$ cat config.mk
export PLATFORM = sky130hd
export DESIGN_NAME = bscca_div
export DESIGN_NICKNAME = d
export VERILOG_FILES = /design/src/design/bscca_div.sv
export SDC_FILE = /design/constraint.sdc
export NUM_CORES = 1
export LEC_CHECK = 0
export ABC_AREA = 1
export BUFFER_PORTS_ARGS = -buffer_cell sky130_fd_sc_hd__buf_2
export CAP_MARGIN = 5
export CORE_MARGIN = 2
export CORE_UTILIZATION = 55
export DETAILED_ROUTE_END_ITERATION = 10
export GPL_TIMING_DRIVEN = 0
export PLACE_DENSITY = 0.8
export SYNTH_ARGS = -nofsm -noshare
export SYNTH_HDL_FRONTEND = slang
export SYNTH_SLANG_ARGS = --single-unit
$ cat constraint.sdc
create_clock -name clk -period 2.14 [get_ports clk]
set_clock_uncertainty 0.2 [all_clocks]
set_input_delay 0.428 -clock clk [delete_from_list [all_inputs] [get_ports clk]]
set_output_delay 0.428 -clock clk [all_outputs]
set_load 0.03 [all_outputs]
$ cat src/design/bscca_div.sv
// Bit-serial restoring divider, one quotient bit per cycle.
`default_nettype none

module bscca_div #(
    parameter int NUM_W = 14,
    parameter int DEN_W = 11
) (
    input  wire logic             clk,
    input  wire logic             rst_n,
    input  wire logic             start,
    input  wire logic [NUM_W-1:0] num,
    input  wire logic [DEN_W-1:0] den,
    output logic                  done,
    output logic      [NUM_W-1:0] quo,
    output logic      [DEN_W-1:0] rem
);
    localparam int CNT_W = (NUM_W > 1) ? $clog2(NUM_W) : 1;

    logic              busy_reg,  busy_next;
    logic              done_reg,  done_next;
    logic [CNT_W-1:0]  cnt_reg,   cnt_next;
    logic [NUM_W-1:0]  quo_reg,   quo_next;
    logic [DEN_W-1:0]  rem_reg,   rem_next;
    logic [DEN_W-1:0]  den_reg,   den_next;
    logic [DEN_W:0]    trial;

    always_comb
    begin
        busy_next = busy_reg;
        done_next = 1'b0;
        cnt_next  = cnt_reg;
        quo_next  = quo_reg;
        rem_next  = rem_reg;
        den_next  = den_reg;
        trial     = {rem_reg, quo_reg[NUM_W-1]};
        if (start)
        begin
            busy_next = 1'b1;
            cnt_next  = '0;
            quo_next  = num;
            rem_next  = '0;
            den_next  = den;
        end
        else if (busy_reg)
        begin
            // shift the next dividend bit in, subtract when it fits
            if (trial >= {1'b0, den_reg})
            begin
                rem_next = DEN_W'(trial - {1'b0, den_reg});
                quo_next = {quo_reg[NUM_W-2:0], 1'b1};
            end
            else
            begin
                rem_next = trial[DEN_W-1:0];
                quo_next = {quo_reg[NUM_W-2:0], 1'b0};
            end
            cnt_next = cnt_reg + 1'b1;
            if (cnt_reg == CNT_W'(NUM_W - 1))
            begin
                busy_next = 1'b0;
                done_next = 1'b1;
            end
        end
    end

    always_ff @(posedge clk or negedge rst_n)
    begin
        if (!rst_n)
        begin
            busy_reg <= 1'b0;
            done_reg <= 1'b0;
            cnt_reg  <= '0;
        end
        else
        begin
            busy_reg <= busy_next;
            done_reg <= done_next;
            cnt_reg  <= cnt_next;
        end
    end

    always_ff @(posedge clk)
    begin
        quo_reg <= quo_next;
        rem_reg <= rem_next;
        den_reg <= den_next;
    end

    assign done = done_reg;
    assign quo  = quo_reg;
    assign rem  = rem_reg;

endmodule

`default_nettype wire

==> metrics <==
Max FO, Critical Path 5; Seq. cell area 1120 um^2; Die Span X 71.8 um; main combinational cell family by area after synthesis simple AND/OR/NAND/NOR gates; Cell Area, Synth 2530 um^2; drc violations 0; Initial Util 57.6%; Total GRT Usage 23.1%; Power, Total 3770 uW; CTS Buf Count 5; global-route wire length before repair 9030 um; Syn. warnings 0; H-tree depth 2; grt ovf 0; Std-Cell Core Area 4380 um^2; Synth Net Count 359; DIE HEIGHT 71.8 um; Area after DPL 2870 um^2; # clock sinks 42; ratio of cells with drive above 1 in the final layout 27.9%; Logic pwr share 56.4%; Min-Delay Path Class input pin to flop; Finished Cell Area 3070 um^2; Fmax 483 MHz; fin crit share 96.7%; Max VDD drop 0.551 mV; Synth Instances 317; worst slew pin tran 0.615 ns; Post-DP HPWL 4000 um; final max-slew violation count 0; crit end category flop; Vias/cell 5.14; total wire length 5550 um; Hold Violations, Final 0; DR iter-0 viols 156; CP Launch Type flop; critical path class flop to flop; Pwr Density 1230 nW/um^2; fillcell total 362; static leakage 0.00164 uW; max_cap viols 0; Post-Layout Cell Count 439; relative slew slack 59.0%; Sequential Power Share 30.3%; mux cell area share after synthesis 0%; largest net degree at the start of global routing 16; sw frac 44.7%; final net count 428; Switch Pwr 1690 uW; Final setup violation count 0; min Tclk post-route 2.07 ns; drt pass-1 iters 4; vias in the first global route 2138; Worst-Skew Late Latency 0.30 ns; status complete, no violations; TNS Setup 0 ns; IO Pins 54; placed cells 422; Synth Area in Adders 7.23%; post-synthesis cell type count 32; Seq/Total Area, Yosys 44.4%; max FFs per register 14; Worst R2R Path Depth 11; synthesized flop and latch total 42; hold path cells 1; layout overhead on the synthesized area 21.3%; remaining antenna violation count 0; Compound-Gate Fraction of Synth Area 1.63%; full die area 5150 um^2; internal power 2090 uW; vias 2257; RePlAce Congestion 0.867; Root Buffer clkbuf_8; Worst-path clk slew 0.08 ns; hold slack 0.0963 ns; CP arrival 1.93 ns; XOR/XNOR Fraction of Synth Area 1.04%; clk buf depth 2; area of the multi-input gates 1180 um^2; clock share of power 13.4%; # rows 24; antenna violations before repair 0; Synth Area per Inst 7.97 um^2; Req. time, crit path 2.00 ns; WL/cell 12.6 um; antenna fix cells 0; CTS tree done; simple-gate share of the synthesized area 35.5%; I/O Buffers 53
==> synthesized netlist by cell type, drive strengths merged <==
library cell,n,area [um^2]
nand2,123,494
inv,50,188
nand3,32,190
edfxtp,25,751
nand4,16,115
nor2,16,72.6
ha,13,163
dfxtp,11,220
dfrtp,6,150
a21oi,5,28.8
buf,5,48.8
clkbuf,4,18.8
nor3,2,10.0
xnor2,2,17.5
a31oi,1,6.26
and2,1,8.76
clkinv,1,3.75
fa,1,20.0
o22ai,1,6.26
or2,1,6.26
xor2,1,8.76
==> kinds of logic (layout without fill, tap and decap cells) <==
group	Yosys count	in the layout
flops	42	42
buf+inv	60	130
compound gates	7	7
fa+ha+maj	14	14
simple gates	191	191
xor+xnor	3	3
==> what timing repair did <==
action	in CTS	in global routing
pin swaps	1	2
hold buffers	1	0
gates cloned	0	1
setup endpoints to repair	1	11
endpoints found under the hold margin	6	0
buffers inserted	1	6
resized for setup	0	5
==> power by group through the flow <==
| stage | combinational (uW) | clock, uW | sequential (uW) |
|---|---|---|---|
| global route | 2360 | 538 | 1160 |
| global placement | 1890 | 0 | 1150 |
| finish | 2130 | 504 | 1140 |
| detailed placement | 1940 | 0 | 1150 |
| floorplan | 1290 | 0 | 1380 |
| CTS | 1940 | 510 | 1140 |
==> layout by cell type (no fill, tap or decap), drive strengths merged <==
| cell type | synthesis | final |
|---|---|---|
| a21oi | 5 | 5 |
| a31oi | 1 | 1 |
| and2 | 1 | 1 |
| buf | 5 | 65 |
| clkbuf | 4 | 10 |
| clkinv | 1 | 3 |
| clkinvlp | 0 | 1 |
| dfrtp | 6 | 6 |
| dfxtp | 11 | 11 |
| dlygate4sd3 | 0 | 1 |
| edfxtp | 25 | 25 |
| fa | 1 | 1 |
| ha | 13 | 13 |
| inv | 50 | 50 |
| nand2 | 123 | 123 |
| nand3 | 32 | 32 |
| nand4 | 16 | 16 |
| nor2 | 16 | 16 |
| nor3 | 2 | 2 |
| o22ai | 1 | 1 |
| or2 | 1 | 1 |
| xnor2 | 2 | 2 |
| xor2 | 1 | 1 |
==> layout make-up <==
cell class	instances	share of cell area, %
plain buffers	9	2.20
inverters	51	6.24
clock buffers	5	2.24
repair buffers	62	11.5
flip-flops and latches	42	36.6
well taps	52	2.12
multi-input cells	215	38.6
clock inverters	3	0.531
==> through the flow <==
| stage | utilization (%) | setup WS (ns) |
|---|---|---|
| final | 69.9 | 0.0711 |
| after global routing | 69.9 | -0.00569 |
| after CTS | 67.8 | 0.00310 |
| after detailed placement | 65.4 | 0.00827 |
| after global placement | 65.4 | 0.0288 |
| after floorplan | - | 0.000962 |
==> critical path, stage by stage (launching register included) <==
cell and delay, ns:
edfxtp_1 0.41, inv_2 0.10, ha_4 0.13, fa_2 0.21
inv_2 0.05, nand3_2 0.08, nand3_4 0.10, nand2_4 0.09
nand4_4 0.13, clkbuf_16 0.21, nand2_1 0.06, nand2_1 0.05
==> metal layers <==
metal / global-route usage (%) / vias up / part of all wire [%] / routed length [um]
met5: 0 / - / 0 / 0
li1: - / 1148 / - / -
met4: 11.5 / 0 / 2.4 / 135
met3: 4.36 / 12 / 7.1 / 392
met2: 39.1 / 85 / 49 / 2740
met1: 28.1 / 1012 / 41 / 2280
==> final timing paths <==
kind	from	to	slack, ns
max in group asynchronous	rst_n	cnt_reg[0]$_DFFE_PN0P_	1.31
hold reg to reg	rem[9]$_SDFFE_PP0P_	rem[9]$_SDFFE_PP0P_	0.29
setup reg to reg	quo[13]$_DFFE_PP_	quo[0]$_DFFE_PP_	0.07
min in group asynchronous	rst_n	cnt_reg[1]$_DFFE_PN0P_	0.29
setup / recovery	quo[13]$_DFFE_PP_	quo[0]$_DFFE_PP_	0.07
hold / removal	den[1]	den_reg[1]$_DFFE_PP_	0.1
No activity file was read; power rests on OpenSTA's default activity.
